[src/rtl/core/sppc_pkg.sv]
// ----------------------------------------------------------------------------
// sppc_pkg
// Shared constants, types and helpers for the sphere pair collision pipeline.
// ----------------------------------------------------------------------------
package sppc_pkg;

  // vector format: three signed components, x in the low bits
  localparam int CB     = 21;
  localparam int FB     = 10;
  localparam int VW     = 3 * CB;
  localparam int DW     = CB + 1;           // component difference

  localparam int MASS_W = 16;
  localparam int RAD_W  = 16;
  localparam int BNC_W  = 17;
  localparam int SEP_W  = 16;
  localparam int TOT_W  = MASS_W + 1;
  localparam int BIGR_W = RAD_W + 1 + FB;   // (ra + rb) << FB
  localparam int E_W    = 2 * BNC_W - 16;   // restitution product, Q.16

  // squared distance, in units of 2^-(2*(FB+8))
  localparam int DSQ_W     = 2 * CB;
  localparam int SUM_W     = DSQ_W + 2;
  localparam int SQ_SHIFT  = 16;
  localparam int SEP_SHIFT = 8;

  // square root unit
  localparam int SQ_OUT_W     = 30;
  localparam int SQ_IN_W      = 2 * SQ_OUT_W;
  localparam int SQ_REM_W     = SQ_OUT_W + 2;
  localparam int SQ_PER_STAGE = 2;
  localparam int SQ_STAGES    = SQ_OUT_W / SQ_PER_STAGE;

  // divider unit
  localparam int DIV_D_W       = 28;
  localparam int DIV_Q_W       = 21;
  localparam int DIV_N_W       = DIV_D_W + DIV_Q_W;
  localparam int DIV_PER_STAGE = 3;
  localparam int DIV_STAGES    = DIV_Q_W / DIV_PER_STAGE;

  // response math
  localparam int N_SHIFT = 28;              // normal numerator scale
  localparam int NF      = 20;              // normal fraction bits
  localparam int VF      = 16;              // velocity scale fraction bits
  localparam int PEN_W   = DIV_D_W + 1;
  localparam int N_W     = DIV_Q_W + 1;
  localparam int PROD_W  = DW + N_W;
  localparam int DOT_W   = PROD_W + 2;
  localparam int K_W     = DOT_W - NF + 1;
  localparam int KN_W    = K_W + N_W;
  localparam int X_W     = KN_W + 3;
  localparam int R_W     = 26;
  localparam int FP_W    = TOT_W + E_W;
  localparam int F_W     = FP_W - VF;
  localparam int VP_W    = R_W + F_W + 1;
  localparam int P_W     = CB + 2;

  localparam logic [TOT_W-1:0] RATIO_ONE = TOT_W'(1 << VF);

  // total register stages from input to output register
  localparam int PIPE_DEPTH = 3 + SQ_STAGES + 2 + DIV_STAGES + 7;

  localparam int IN_W  = 352;
  localparam int OUT_W = 256;

  localparam logic signed [63:0] C_MAX = (64'sd1 <<< (CB - 1)) - 64'sd1;
  localparam logic signed [63:0] C_MIN = -C_MAX - 64'sd1;

  typedef struct packed {
    logic [VW-1:0]         pa;
    logic [VW-1:0]         pb;
    logic [VW-1:0]         va;
    logic [VW-1:0]         vb;
    logic [2:0][DW-1:0]    d;
    logic [2:0][DW-1:0]    u;
    logic [MASS_W-1:0]     ma;
    logic [MASS_W-1:0]     mb;
    logic [TOT_W-1:0]      tot;
    logic [BIGR_W-1:0]     big_r;
    logic [BNC_W-1:0]      ba;
    logic [BNC_W-1:0]      bb;
    logic [E_W-1:0]        e;
    logic                  dyn_a;
    logic                  dyn_b;
    logic                  live;
    logic                  degen;
  } ctx_t;

  typedef struct packed {
    logic [SQ_REM_W-1:0] rem;
    logic [SQ_OUT_W-1:0] root;
    logic [SQ_IN_W-1:0]  x;
  } sq_st_t;

  typedef struct packed {
    logic [DIV_D_W-1:0] rem;
    logic [DIV_Q_W-1:0] low;
    logic [DIV_Q_W-1:0] q;
    logic [DIV_D_W-1:0] den;
  } dv_st_t;

  // divide by 2^s, rounding half away from zero
  function automatic logic signed [63:0] rnd_shift(input logic signed [63:0] x,
                                                   input int s);
    logic [63:0] mag;
    logic [63:0] q;
    mag = x[63] ? 64'(-x) : 64'(x);
    q   = (mag + (64'd1 << (s - 1))) >> s;
    return x[63] ? -$signed(q) : $signed(q);
  endfunction

  function automatic logic [CB-1:0] clamp_c(input logic signed [63:0] v);
    logic signed [63:0] c;
    c = v;
    if (v > C_MAX) c = C_MAX;
    if (v < C_MIN) c = C_MIN;
    return c[CB-1:0];
  endfunction

  function automatic logic over_c(input logic signed [63:0] v);
    return (v > C_MAX) || (v < C_MIN);
  endfunction

endpackage

[src/rtl/core/sppc_div.sv]
// ----------------------------------------------------------------------------
// sppc_div
// Pipelined restoring divider, three quotient bits per stage.
// Expects num < den * 2^DIV_Q_W.
// ----------------------------------------------------------------------------
module sppc_div (
  input  logic                          clk,
  input  logic                          en,
  input  logic [sppc_pkg::DIV_N_W-1:0]  num,
  input  logic [sppc_pkg::DIV_D_W-1:0]  den,
  output logic [sppc_pkg::DIV_Q_W-1:0]  quo
);

  sppc_pkg::dv_st_t st [sppc_pkg::DIV_STAGES];
  sppc_pkg::dv_st_t init;

  function automatic sppc_pkg::dv_st_t dv_stage(input sppc_pkg::dv_st_t s);
    sppc_pkg::dv_st_t              o;
    logic [sppc_pkg::DIV_D_W:0]    t;
    o = s;
    for (int k = 0; k < sppc_pkg::DIV_PER_STAGE; k++) begin
      t     = {o.rem, o.low[sppc_pkg::DIV_Q_W-1]};
      o.low = o.low << 1;
      if (t >= {1'b0, o.den}) begin
        t     = t - {1'b0, o.den};
        o.q   = {o.q[sppc_pkg::DIV_Q_W-2:0], 1'b1};
      end else begin
        o.q   = {o.q[sppc_pkg::DIV_Q_W-2:0], 1'b0};
      end
      o.rem = t[sppc_pkg::DIV_D_W-1:0];
    end
    return o;
  endfunction

  always_comb begin
    init.rem = num[sppc_pkg::DIV_N_W-1:sppc_pkg::DIV_Q_W];
    init.low = num[sppc_pkg::DIV_Q_W-1:0];
    init.q   = '0;
    init.den = den;
  end

  always_ff @(posedge clk) begin
    if (en) begin
      st[0] <= dv_stage(init);
      for (int j = 1; j < sppc_pkg::DIV_STAGES; j++) begin
        st[j] <= dv_stage(st[j-1]);
      end
    end
  end

  assign quo = st[sppc_pkg::DIV_STAGES-1].q;

endmodule

[config.mk]
export PLATFORM = sky130hd
export DESIGN_NAME = sppc_div
export DESIGN_NICKNAME = d
export VERILOG_FILES = /design/src/rtl/core/sppc_pkg.sv /design/src/rtl/core/sppc_div.sv
export SDC_FILE = /design/constraint.sdc
export NUM_CORES = 2
export LEC_CHECK = 0
export BUFFER_PORTS_ARGS = -buffer_cell sky130_fd_sc_hd__buf_4
export CAP_MARGIN = 20
export CORE_MARGIN = 2
export CORE_UTILIZATION = 45
export DETAILED_ROUTE_END_ITERATION = 16
export MAX_ROUTING_LAYER = met4
export RECOVER_POWER = 50
export SLEW_MARGIN = 20
export SYNTH_ARGS = -nofsm -noshare
export SYNTH_HDL_FRONTEND = slang
export SYNTH_SLANG_ARGS = --single-unit
[constraint.sdc]
create_clock -name clk -period 24.5 [get_ports clk]
set_clock_uncertainty 0.05 [all_clocks]
set_input_delay 0 -clock clk [delete_from_list [all_inputs] [get_ports clk]]
set_output_delay 0 -clock clk [all_outputs]
set_load 0.005 [all_outputs]
# --- Word-level counts from Yosys, hierarchy flattened ---
# Memory sizes are Yosys's and may differ from the RTL's.
# Index checks and enable logic that the tools add are counted.
totals:
  mem_bits_rw: 665
  ff_bits: 0
  out_inout_bits: 21
  elab_cells: 115
  in_bits: 79
  memories: 1
memory_table:
  columns: ["memory", "depth", "width", "rd", "rd_ports_with_merged_regs", "wr", "line_no", "rtl"]
  rows:
  - ["st", 7, 95, 7, 0, 7, "sppc_div.sv:14", "sppc_pkg::dv_st_t st [sppc_pkg::DIV_STAGES];"]
classes:
  muxes: 72
  order_cmp: 21
  add_sub_neg: 21
ops:
  columns: ["op", "count"]
  rows:
  - ["28-bit 2-to-1 mux", 42]
  - ["29-bit by 28-bit >= comparator with 1-bit output", 21]
  - ["28-bit subtractor", 21]
  - ["21-bit 2-to-1 mux", 7]
  - ["1-bit 2-to-1 mux", 23]

# --- Depth between registers and ports, before layout ---
# An unclocked memory read counts as a cell.
logic_depth:
  word_depth: 10
  mapped_depth: 42
  depth_no_buf: 38

# --- Least setup slack after synthesis ---
# Ideal clock, no wire load.
synth_timing:
  path_kind: "reg2reg"
  from: "mem st[1][1] (netlist bit)"
  to: "mem st[2][88] (netlist bit) (data pin)"
  path_buffers: 4
  t_required_ps: 24189
  t_arrival_ps: 8851
  path_slack_ps: 15338
  path_stages_with_launch: 38
  setup_ps: 261
  period_less_slack_ps: 9162
  cell_sequence: "edfxtp_1 > inv_1 > ha_1 > nand2b_1 > a21oi_1 > or3b_2 > a41o_1 > a21oi_1 > o221ai_1 > a41oi_1 > buf_2 > buf_2 > mux2_2 > ha_1 > a2111oi_0 > inv_1 > o2111ai_1 > a211oi_1 > (+2 left out) > o21a_1 > nor3_4 > clkbuf_1 > mux2i_1 > ha_1 > nor2b_1 > o211ai_1 > a31oi_1 > o31ai_1 > a21oi_1 > nand3_1 > o211ai_1 > o32ai_1 > o2111ai_1 > o21ai_1 > inv_2 > buf_2 > a221o_1"
synth_lines:
  columns: ["item", "line_no"]
  rows:
  - ["start, declared", "sppc_div.sv:14"]

==> flow_summary.yaml <==
setup_path:
  crit_slowest_cell: "inv_1"
  worst_path_largest_cell_delay_ns: 0.67
  critPathMaxFanout: 25
  critPathMostFrequentCell: "a21o_1"
  crit_arrival_ns: 11.22
  cp-end-kind: "flip-flop"
  crit_type: "reg -> reg"
  critical_path.startpoint_type: "flip-flop"
  cp.required_ns: 24.88
flow_run:
  max-cap-violations: 3
global_route:
  grt_max_degree: 91
  grt_pass1_vias: 39528
  grt-ovfl-total: 0
  antenna_found_initial: 9
  grt_first_pass_wirelength_mm: 223.6
  grt_usage_pct: 26.29
detailed_routing:
  wl_mm: 145.5
  wl_per_cell_um: 20.89
  first_iter_violations: 3023
  route.detailed.drc: 0
  vias: 40925
  ant_nets: 0
  via_per_inst: 5.875
  dr.pass1.iters: 9
place:
  gp_congestion: 0.9528
  numPortBuffers: 99
  place_hpwl_mm: 118.2
synth:
  syn-num-nets: 6035
  yosys_register_bits: 483
  ys_warn_count: 0
  synth_ff_type: "edfxtp_1"
  netlist_area_sq_mm: 0.04900
  async_reset_ff_share_pct: 0
  synth_area_per_cell_sq_um: 9.162
  yosysSeqAreaShare_pct: 29.60
  synthCells: 5348
  synth_edf_count: 483
  synth_cell_types: 85
sta:
  finalHoldViolCount: 0
  setup_viol: 0
  relSlewSlack_pct: -241.4
  tns_ns: 0
  tightest_slew_ns: 5.121
  fin_crit_ns: 10.85
  max_freq_mhz: 92.19
  slew_viol_final: 213
  rsz0062_at_grt: "false"
  period_share_pct: 44.27
layout:
  area.growth.synth_to_final_pct: 10.19
  largest_reg_flops: 483
  layout_common_cells: "588 x ha_1, 541 x a21oi_1, 483 x edfxtp_1"
  max_flop_register: "st"
  nNetsFinal: 6186
  drive_gt1_share_pct: 10.71
  postLayoutCoreUtil_pct: 49.81
  mostFrequentLayoutCell: "ha_1"
  largest_registers: "st: 483 flops"
clock_network:
  clk_pin_slew_ns: 0.06
  cts_resized: 0
  cts_setup_buffers: 0
  cts_tree: "done"
  cts_buffers: 60
  root_buffer: "clkbuf_16"
  insertion_delay_ns: 0.68
  clockBufferDepth: 3
  htree_levels: 2
  cts-hold-fix-buffers: 75
  cts.sinks: 483
die:
  die_area_sq_mm: 0.1115
  initial_core_util_pct: 45.20
  fp-row-count: 121
  die_x_um: 334.0
  ios: 100
  die_h_um: 334.0
  coreArea_sq_mm: 0.1084
min_path:
  hp-class: "in -> reg"
status:
  violations: "max-capacitance violations, max-slew violations"
  status: "finished, violations left"
-- worst max-delay path: cells and delay by family (launching register included) --
family	cells	cell delay [ns]
AOI/OAI and AO/OA	16	4.35
adders and majority gates	3	1.04
buffers and inverters	4	1.71
DFF	1	0.38
muxes	4	1.76
and+or+nand+nor	8	1.21
-- path summary, 6_finish.rpt --
| kind | start | to | slack, ns | cells after the start |
|---|---|---|---|---|
| min | num[28] | st[0][77]$_DFFE_PP_ | 0.05 | 5 |
| min reg2reg | st[2][30]$_DFFE_PP_ | st[3][33]$_DFFE_PP_ | 0.35 | 0 |
| max reg2reg | st[3][1]$_DFFE_PP_ | st[4][89]$_DFFE_PP_ | 13.65 | 35 |
| max | st[3][1]$_DFFE_PP_ | st[4][89]$_DFFE_PP_ | 13.65 | 35 |
-- layer usage --
metal | track usage [%] | vias to the layer above | share of wire (%)
met4 | 10.01 | 0 | 4.1
met3 | 2.250 | 265 | 4.1
li1 | - | 20332 | -
met1 | 31.46 | 19302 | 42
met5 | - | - | 0
met2 | 45.90 | 1026 | 50
-- cell families after synthesis --
logic type	after synthesis	synth area share (%)
buffers and inverters	481	3.805
XOR/XNOR	456	8.151
flip-flops	483	29.60
adder cells (fa/ha/maj)	608	15.83
multiplexers	370	8.511
AO/OA/AOI/OAI	1653	21.33
AND/OR/NAND/NOR	1297	12.77
-- cells in the mapped netlist (16+ instances only) --
cell | number | area [sq um]
nand3_1 | 124 | 620.6
inv_1 | 367 | 1378
fa_1 | 20 | 400.4
o21bai_1 | 73 | 548.0
o31ai_1 | 26 | 195.2
or3_1 | 20 | 125.1
a211oi_1 | 44 | 330.3
o2111ai_1 | 16 | 140.1
nand4_1 | 85 | 531.8
ha_1 | 588 | 7357
nand2_1 | 340 | 1276
o21ai_0 | 322 | 1612
and3_1 | 43 | 269.0
nand2b_1 | 54 | 337.8
nor2b_1 | 62 | 387.9
o21a_1 | 85 | 638.1
mux2i_1 | 24 | 240.2
xnor2_1 | 303 | 2654
a21boi_0 | 21 | 157.7
xor2_1 | 153 | 1340
or2_2 | 18 | 112.6
clkbuf_1 | 76 | 285.3
a21oi_1 | 541 | 2708
nor2_1 | 355 | 1333
a31oi_1 | 62 | 387.9
and2_1 | 27 | 168.9
nor4_1 | 22 | 137.6
edfxtp_1 | 483 | 14500
mux2_2 | 337 | 3795
a21o_1 | 241 | 1809
buf_2 | 20 | 100.1
nor3_1 | 86 | 430.4
o211ai_1 | 30 | 225.2
-- per-stage QoR --
stage | hold slack [ns] | setup slack, ns | std cells | instance area (sq um)
6_report | 0.05323 | 13.65 | 6966 | 53990
5_1_grt | 0.04907 | 12.97 | 6966 | 53990
4_1_cts | 0.004470 | 13.76 | 6962 | 54110
3_5_place_dp | 0.1294 | 13.81 | 6776 | 51330
3_3_place_gp | 0.1282 | 13.86 | 6775 | 51310
2_1_floorplan | 0.04887 | 15.34 | 5348 | 49000
-- layout make-up --
class                      count  area (sq um)
clock inverter                47         511.7
sequential                   483         14500
antenna                        4         10.01
clock buffer                  64          1516
timing repair buffer         198          1570
multi-input combinational   4384         32710
fill                       10253         54410
tap                         1414          1769
inverter                     372          1396
Power is not shown: default switching activity piles up to over one toggle a cycle in this logic, so the estimate is an artifact.
