File: src/rtl/core/sppc_pkg.sv
// ----------------------------------------------------------------------------
// sppc_pkg
// Shared constants, types and helpers for the sphere pair collision pipeline.
// ----------------------------------------------------------------------------
package sppc_pkg;

  // vector format: three signed components, x in the low bits
  localparam int CB     = 21;
  localparam int FB     = 10;
  localparam int VW     = 3 * CB;
  localparam int DW     = CB + 1;           // component difference

  localparam int MASS_W = 16;
  localparam int RAD_W  = 16;
  localparam int BNC_W  = 17;
  localparam int SEP_W  = 16;
  localparam int TOT_W  = MASS_W + 1;
  localparam int BIGR_W = RAD_W + 1 + FB;   // (ra + rb) << FB
  localparam int E_W    = 2 * BNC_W - 16;   // restitution product, Q.16

  // squared distance, in units of 2^-(2*(FB+8))
  localparam int DSQ_W     = 2 * CB;
  localparam int SUM_W     = DSQ_W + 2;
  localparam int SQ_SHIFT  = 16;
  localparam int SEP_SHIFT = 8;

  // square root unit
  localparam int SQ_OUT_W     = 30;
  localparam int SQ_IN_W      = 2 * SQ_OUT_W;
  localparam int SQ_REM_W     = SQ_OUT_W + 2;
  localparam int SQ_PER_STAGE = 2;
  localparam int SQ_STAGES    = SQ_OUT_W / SQ_PER_STAGE;

  // divider unit
  localparam int DIV_D_W       = 28;
  localparam int DIV_Q_W       = 21;
  localparam int DIV_N_W       = DIV_D_W + DIV_Q_W;
  localparam int DIV_PER_STAGE = 3;
  localparam int DIV_STAGES    = DIV_Q_W / DIV_PER_STAGE;

  // response math
  localparam int N_SHIFT = 28;              // normal numerator scale
  localparam int NF      = 20;              // normal fraction bits
  localparam int VF      = 16;              // velocity scale fraction bits
  localparam int PEN_W   = DIV_D_W + 1;
  localparam int N_W     = DIV_Q_W + 1;
  localparam int PROD_W  = DW + N_W;
  localparam int DOT_W   = PROD_W + 2;
  localparam int K_W     = DOT_W - NF + 1;
  localparam int KN_W    = K_W + N_W;
  localparam int X_W     = KN_W + 3;
  localparam int R_W     = 26;
  localparam int FP_W    = TOT_W + E_W;
  localparam int F_W     = FP_W - VF;
  localparam int VP_W    = R_W + F_W + 1;
  localparam int P_W     = CB + 2;

  localparam logic [TOT_W-1:0] RATIO_ONE = TOT_W'(1 << VF);

  // total register stages from input to output register
  localparam int PIPE_DEPTH = 3 + SQ_STAGES + 2 + DIV_STAGES + 7;

  localparam int IN_W  = 352;
  localparam int OUT_W = 256;

  localparam logic signed [63:0] C_MAX = (64'sd1 <<< (CB - 1)) - 64'sd1;
  localparam logic signed [63:0] C_MIN = -C_MAX - 64'sd1;

  typedef struct packed {
    logic [VW-1:0]         pa;
    logic [VW-1:0]         pb;
    logic [VW-1:0]         va;
    logic [VW-1:0]         vb;
    logic [2:0][DW-1:0]    d;
    logic [2:0][DW-1:0]    u;
    logic [MASS_W-1:0]     ma;
    logic [MASS_W-1:0]     mb;
    logic [TOT_W-1:0]      tot;
    logic [BIGR_W-1:0]     big_r;
    logic [BNC_W-1:0]      ba;
    logic [BNC_W-1:0]      bb;
    logic [E_W-1:0]        e;
    logic                  dyn_a;
    logic                  dyn_b;
    logic                  live;
    logic                  degen;
  } ctx_t;

  typedef struct packed {
    logic [SQ_REM_W-1:0] rem;
    logic [SQ_OUT_W-1:0] root;
    logic [SQ_IN_W-1:0]  x;
  } sq_st_t;

  typedef struct packed {
    logic [DIV_D_W-1:0] rem;
    logic [DIV_Q_W-1:0] low;
    logic [DIV_Q_W-1:0] q;
    logic [DIV_D_W-1:0] den;
  } dv_st_t;

  // divide by 2^s, rounding half away from zero
  function automatic logic signed [63:0] rnd_shift(input logic signed [63:0] x,
                                                   input int s);
    logic [63:0] mag;
    logic [63:0] q;
    mag = x[63] ? 64'(-x) : 64'(x);
    q   = (mag + (64'd1 << (s - 1))) >> s;
    return x[63] ? -$signed(q) : $signed(q);
  endfunction

  function automatic logic [CB-1:0] clamp_c(input logic signed [63:0] v);
    logic signed [63:0] c;
    c = v;
    if (v > C_MAX) c = C_MAX;
    if (v < C_MIN) c = C_MIN;
    return c[CB-1:0];
  endfunction

  function automatic logic over_c(input logic signed [63:0] v);
    return (v > C_MAX) || (v < C_MIN);
  endfunction

endpackage

File: src/rtl/core/sppc_sqrt.sv
// ----------------------------------------------------------------------------
// sppc_sqrt
// Pipelined floor square root, two result bits per stage.
// ----------------------------------------------------------------------------
module sppc_sqrt (
  input  logic                           clk,
  input  logic                           en,
  input  logic [sppc_pkg::SQ_IN_W-1:0]   radicand,
  output logic [sppc_pkg::SQ_OUT_W-1:0]  root
);

  sppc_pkg::sq_st_t st [sppc_pkg::SQ_STAGES];
  sppc_pkg::sq_st_t init;

  function automatic sppc_pkg::sq_st_t sq_stage(input sppc_pkg::sq_st_t s);
    sppc_pkg::sq_st_t                o;
    logic [sppc_pkg::SQ_REM_W-1:0]   t;
    logic [sppc_pkg::SQ_REM_W-1:0]   trial;
    o = s;
    for (int k = 0; k < sppc_pkg::SQ_PER_STAGE; k++) begin
      t     = {o.rem[sppc_pkg::SQ_REM_W-3:0], o.x[sppc_pkg::SQ_IN_W-1 -: 2]};
      trial = {o.root, 2'b01};
      o.x   = o.x << 2;
      if (t >= trial) begin
        o.rem  = t - trial;
        o.root = {o.root[sppc_pkg::SQ_OUT_W-2:0], 1'b1};
      end else begin
        o.rem  = t;
        o.root = {o.root[sppc_pkg::SQ_OUT_W-2:0], 1'b0};
      end
    end
    return o;
  endfunction

  always_comb begin
    init.rem  = '0;
    init.root = '0;
    init.x    = radicand;
  end

  always_ff @(posedge clk) begin
    if (en) begin
      st[0] <= sq_stage(init);
      for (int j = 1; j < sppc_pkg::SQ_STAGES; j++) begin
        st[j] <= sq_stage(st[j-1]);
      end
    end
  end

  assign root = st[sppc_pkg::SQ_STAGES-1].root;

endmodule

File: config.mk
export PLATFORM = sky130hd
export DESIGN_NAME = sppc_sqrt
export DESIGN_NICKNAME = d
export VERILOG_FILES = /design/src/rtl/core/sppc_pkg.sv /design/src/rtl/core/sppc_sqrt.sv
export SDC_FILE = /design/constraint.sdc
export NUM_CORES = 2
export LEC_CHECK = 0
export ABC_AREA = 1
export ABC_CLOCK_PERIOD_IN_PS = 3900
export BUFFER_PORTS_ARGS = -buffer_cell sky130_fd_sc_hd__buf_4
export CORE_MARGIN = 4
export CORE_UTILIZATION = 25
export CTS_CLUSTER_SIZE = 24
export DETAILED_ROUTE_END_ITERATION = 16
export GPL_TIMING_DRIVEN = 0
export PLACE_DENSITY_LB_ADDON = 0.08
export SLEW_MARGIN = 5
export SYNTH_ARGS = -nofsm -noshare
export SYNTH_HDL_FRONTEND = slang
export SYNTH_SLANG_ARGS = --single-unit
File: constraint.sdc
create_clock -name clk -period 3.9 [get_ports clk]
set_clock_uncertainty 0.05 [all_clocks]
set_input_delay 0.39 -clock clk [delete_from_list [all_inputs] [get_ports clk]]
set_output_delay 0.39 -clock clk [all_outputs]
set_load 0.01 [all_outputs]
Word level (Yosys, flattened, before mapping). Memory sizes are Yosys's and may differ from the RTL's. Index checks and enable logic that the tools add are counted.

Shifts and indexed selects: 0. Mux-type cells: 62. Magnitude comparators: 30. Multiply operators: 0. Reduce and logical (&&, ||, !) cells: 0. Add/subtract/negate cells: 30. Equality and inequality tests: 0. Divide/modulo/power cells: 0. Bitwise logic cells: 0.

Operators by type and width (count): $mux W62 (30); $mux W60 (30); $ge A32 B32 Y1 (29); $sub A32 B32 Y32 (15); $sub A30 B30 Y30 (14); $sub A2 B1 Y3 const B (1); $ge A2 B1 Y1 const B (1); $mux W1 (2).

Memories kept: 1. Logic and storage cells: 123. ROM bits: 0. Output and inout bits: 30. Bits in writable memories: 1770. Input port bits: 62. Latch bits: 0. Flip-flop bits (word level): 0.

Memory list: st (words 15, width 118, read ports 15, clocked after Yosys merged registers in 0, wr ports 15, RTL line sppc_sqrt.sv:12) `sppc_pkg::sq_st_t st [sppc_pkg::SQ_STAGES];`.

Depth between registers and ports, before layout. An unclocked memory read counts as a cell.

Depth in word-level cells: 7. Gate-level depth with buffers: 31. Depth with buffers taken out: 31.

Worst setup path before layout. OpenSTA, ideal clock, no wires.

Path type: flip-flop to flip-flop. Start: memory st[1][323] (netlist name). End: memory st[1][465] (netlist name), data pin. Stages on the path, launching flop included: 26. Arrival: 3.789 ns. Buffers on the path: 4. Clock period less this slack: 4.089 ns. Required time: 3.600 ns. Setup time: 0.250 ns. Setup slack: -0.189 ns. Path through: edfxtp_1 ha_1 nand2_1 o21ai_1 nand2_1 nand2_1 nand2_1 nand3_1 buf_2 buf_2 inv_1 clkbuf_1 buf_2 nand2_1 o21ai_0 ha_1 a21oi_1 o21ai_0 a21oi_1 nor2_1 a2111oi_0 nand2_1 nand2_1 nand2_1 inv_1 nor2_1.

RTL lines (RTL line): start, declared (sppc_sqrt.sv:12).

==> flow_summary.yaml <==
grt:
  globalRoute.totalOverflow: 0
  grt_max_degree: 142
  grt_pass1_wl_mm: 430
  grt_pass1_vias: 70700
  global_route.usage.total_pct: 17.0
  antenna_found_initial: 3
synth:
  number_of_instances_in_the_synthesized_netlist: 10400
  synth.top_cells.by_count: "sky130_fd_sc_hd__nand2_1, sky130_fd_sc_hd__inv_1, sky130_fd_sc_hd__nor2_1, sky130_fd_sc_hd__edfxtp_1, sky130_fd_sc_hd__nand3_1"
  postSynthAreaPerCell_um2: 7.60
  yosysTopAreaCell: "sky130_fd_sc_hd__edfxtp_1"
  synth.yosys.seq_area_share_pct: 40.5
  synth.area.top_cells: "sky130_fd_sc_hd__edfxtp_1, sky130_fd_sc_hd__nand2_1, sky130_fd_sc_hd__ha_1"
  synth_seq_cells: 1061
  netlist.area_leader.share_pct: 40.5
  synth.most_common_cell: "sky130_fd_sc_hd__nand2_1"
  synth.yosys.warnings: 0
  netlist-cell-type-count: 70
  synth_edf_count: 1061
  synth_ff_type: "sky130_fd_sc_hd__edfxtp_1"
  post_synth_instance_area_um2: 78700
  synth-async-reset-ratio_pct: 0
run_status:
  violations: "setup timing"
  status: "complete, but fails checks"
critical_path:
  endpoint_kind: "flop"
  cp-endpoint: "st[1][458]$_DFFE_PP_"
  cp-start-kind: "flop"
  r2r_end: "st[1][458]$_DFFE_PP_"
  timing_worst_setup_path_type: "flop to flop"
  reg2reg_depth: 26
  reg2reg_setup_slack_ns: -0.43
  worst_r2r_startpoint: "st[1][311]$_DFFE_PP_"
  worstPathRequired_ns: 4.42
  timing.critical_path.fanout_max: 6
  worstPathArrival_ns: 4.86
  crit_start: "st[1][311]$_DFFE_PP_"
detailed_routing:
  detail_route.drc_violations: 0
  routed_wirelength_mm: 295
  wl_per_cell_um: 18.5
  vias: 74100
  first_iter_violations: 4754
  drtAntennaViolNets: 0
  route.detailed.vias_per_inst: 4.65
  iteration_count_of_the_initial_detailed_routing_pass: 6
timing:
  setup_repair_after_global_routing_missed_its_margin: "true"
  max_slew.worst_pin.slew_ns: 1.01
  finalHoldViolations: 0
  hold-worst-slack_ns: 0.0928
  setup_viol_count_final: 316
  timing.max_slew.rel_slack_pct: 32.8
  finalMaxSlewViolations: 0
  setup_slack_ns: -0.434
  min_period_ns: 4.33
  layout_worst_path_cycle_share_pct: 111
  fmaxAchievable_ghz: 0.231
pwr:
  power.share.combinational_pct: 59.3
  switching_power_of_the_nets_mw: 33.5
  cellPowerDensity_nw_per_um2: 668
  cellLeakagePower_nw: 47.6
  switching_share_pct: 44.7
  ir_drop_mv: 0.344
  internal_power_mw: 41.5
  p_seq_share_pct: 22.8
  power.total_mw: 75.0
  clockPowerShare_pct: 17.9
cells_and_area:
  design_area_um2: 112000
  final_cell_count_without_fillers: 15900
  finalNetCount: 12200
  largest_reg_flops: 1061
  drive_gt1_share_pct: 32.2
  top_regs: "st (1061)"
  areaGrowthSynthToFinish_pct: 42.5
  final_core_utilization_pct: 35.9
  register_name_with_the_most_flops: "st"
min_path:
  worstHoldPathCells: 1
  hold_path_class: "primary input to flop"
placed_design:
  port_buffers: 91
  hpwl_mm: 226
  placedInstanceArea_um2: 84900
  routabilityCongestion: 0.886
  place_inst: 14600
floorplanning:
  die_width_um: 569
  initial_utilization_pct: 25.2
  io_pins: 92
  die_height_um: 569
  core_area_um2: 313000
  num_rows: 205
  die_area_um2: 324000
clock_network:
  clock_tree.root_cell: "sky130_fd_sc_hd__clkbuf_16"
  cts_tree: "done"
  tritoncts_sinks: 1061
  path_clk_slew_ns: 0.05
  ctsLongestPathBuffers: 4
  insertion_delay_ns: 0.83
  cts_max_level: 4
  inserted_clock_buffers: 144
job:
  maxCapViolations: 0
layer usage:
layer | vias up | GRT usage, % | routed length, µm
met5 | - | 0 | 0
met3 | 335 | 1.64 | 9900
li1 | 37000 | - | -
met2 | 1341 | 28.5 | 139000
met1 | 35400 | 23.3 | 138000
met4 | 0 | 4.37 | 7760
power by group through the flow:
stage	sequential, mW	combinational, mW	clock, mW
after global routing	17.3	48.8	14.5
after global placement	17.3	30.5	0
after CTS	17.0	37.4	14.0
after floorplan	16.2	21.7	0
final	17.1	44.5	13.4
after detailed placement	17.1	30.4	0
layout by cell type, fill, tap and decap left out, types with 105 or more instances in the layout:
cell type	netlist	layout
sky130_fd_sc_hd__xor2_1	246	238
sky130_fd_sc_hd__nand2_2	38	420
sky130_fd_sc_hd__inv_1	1427	1139
sky130_fd_sc_hd__nand2_4	8	204
sky130_fd_sc_hd__clkbuf_16	0	184
sky130_fd_sc_hd__inv_2	26	277
sky130_fd_sc_hd__nand3_1	766	666
sky130_fd_sc_hd__o21ai_2	8	105
sky130_fd_sc_hd__edfxtp_1	1061	1061
sky130_fd_sc_hd__a21oi_2	25	194
sky130_fd_sc_hd__nor2_1	1064	897
sky130_fd_sc_hd__a21oi_4	1	113
sky130_fd_sc_hd__xnor2_1	154	150
sky130_fd_sc_hd__o21ai_0	445	197
sky130_fd_sc_hd__nand2_1	3017	2433
sky130_fd_sc_hd__nand4_1	188	188
sky130_fd_sc_hd__ha_1	494	150
sky130_fd_sc_hd__nor3_1	151	113
sky130_fd_sc_hd__a21oi_1	576	295
sky130_fd_sc_hd__nand3_2	33	118
sky130_fd_sc_hd__ha_4	0	320
sky130_fd_sc_hd__nor2_2	37	126
sky130_fd_sc_hd__buf_4	44	1030
critical path, stage by stage, from the launching register on:
cell	delay, ns
sky130_fd_sc_hd__edfxtp_1	0.55
sky130_fd_sc_hd__inv_2	0.12
sky130_fd_sc_hd__ha_4	0.33
sky130_fd_sc_hd__nand2_4	0.08
sky130_fd_sc_hd__nor2_4	0.12
sky130_fd_sc_hd__nand3_4	0.11
sky130_fd_sc_hd__inv_1	0.12
sky130_fd_sc_hd__a21oi_4	0.08
sky130_fd_sc_hd__nand3_2	0.09
sky130_fd_sc_hd__buf_6	0.12
sky130_fd_sc_hd__buf_8	0.11
sky130_fd_sc_hd__clkinvlp_4	0.17
sky130_fd_sc_hd__buf_8	0.19
sky130_fd_sc_hd__clkbuf_16	0.16
sky130_fd_sc_hd__nand2_4	0.07
sky130_fd_sc_hd__o21ai_4	0.07
sky130_fd_sc_hd__ha_4	0.31
sky130_fd_sc_hd__nand2_4	0.07
sky130_fd_sc_hd__nor2_4	0.12
sky130_fd_sc_hd__inv_4	0.06
sky130_fd_sc_hd__nor3_4	0.18
sky130_fd_sc_hd__nand4_1	0.21
sky130_fd_sc_hd__nand3_4	0.15
sky130_fd_sc_hd__nand2_8	0.10
sky130_fd_sc_hd__buf_8	0.17
sky130_fd_sc_hd__nand3_1	0.08
sky130_fd_sc_hd__nand2_2	0.07
worst min-delay path by stage:
stage,startpoint,endpoint,slack (ns)
2_1_floorplan,st[0][0]$_DFFE_PP_,st[0][122]$_DFFE_PP_,0.35
3_3_place_gp,st[0][18]$_DFFE_PP_,st[0][140]$_DFFE_PP_,0.35
3_5_place_dp,st[0][132]$_DFFE_PP_,st[0][254]$_DFFE_PP_,0.35
4_1_cts,en,st[0][35]$_DFFE_PP_,0.05
5_1_grt,en,st[0][401]$_DFFE_PP_,0.09
6_report,en,st[0][35]$_DFFE_PP_,0.09
per-stage QoR:
| step | setup WS, ns | TNS [ns] |
|---|---|---|
| after CTS | -0.485 | -122.60 |
| after global placement | -7.72 | -8344.76 |
| final | -0.434 | -52.25 |
| after detailed placement | -2.31 | -550.79 |
| after global routing | -0.547 | -112.01 |
| after floorplan | 0.00153 | 0 |
final cells by class:
class,count,area (µm²)
Multi-Input combinational cell,7687,52500
Antenna cell,4,10.0
Clock buffer,169,3720
Fill cell,32300,200000
Inverter,1456,5610
Timing Repair Buffer,1175,10200
Timing Repair inverter,1,8.76
Tap cell,4140,5180
Buffer,156,2050
Clock inverter,89,1010
Sequential cell,1061,31900
timing repair:
| item | 4_1_cts | 5_1_grt |
|---|---|---|
| hold buffers | 61 | 0 |
| gates cloned | 14 | 34 |
| setup endpoints to repair | 404 | 404 |
| buffers inserted | 473 | 498 |
| resized for setup | 1419 | 1924 |
| pin swaps | 312 | 570 |
| hold endpoints to repair | 61 | 0 |
kinds of logic (layout without fill, tap and decap cells):
kind of cell,Yosys count,count (layout),share of synthesized area [%]
adder cells (fa/ha/maj),494,494,7.85
flip-flops,1061,1061,40.5
other,1,7,0.00476
buffers and inverters,1614,3046,8.30
AO/OA/AOI/OAI,1320,1320,9.26
AND/OR/NAND/NOR,5465,5465,29.5
XOR/XNOR,405,405,4.57
(Power assumes the default switching activity.)
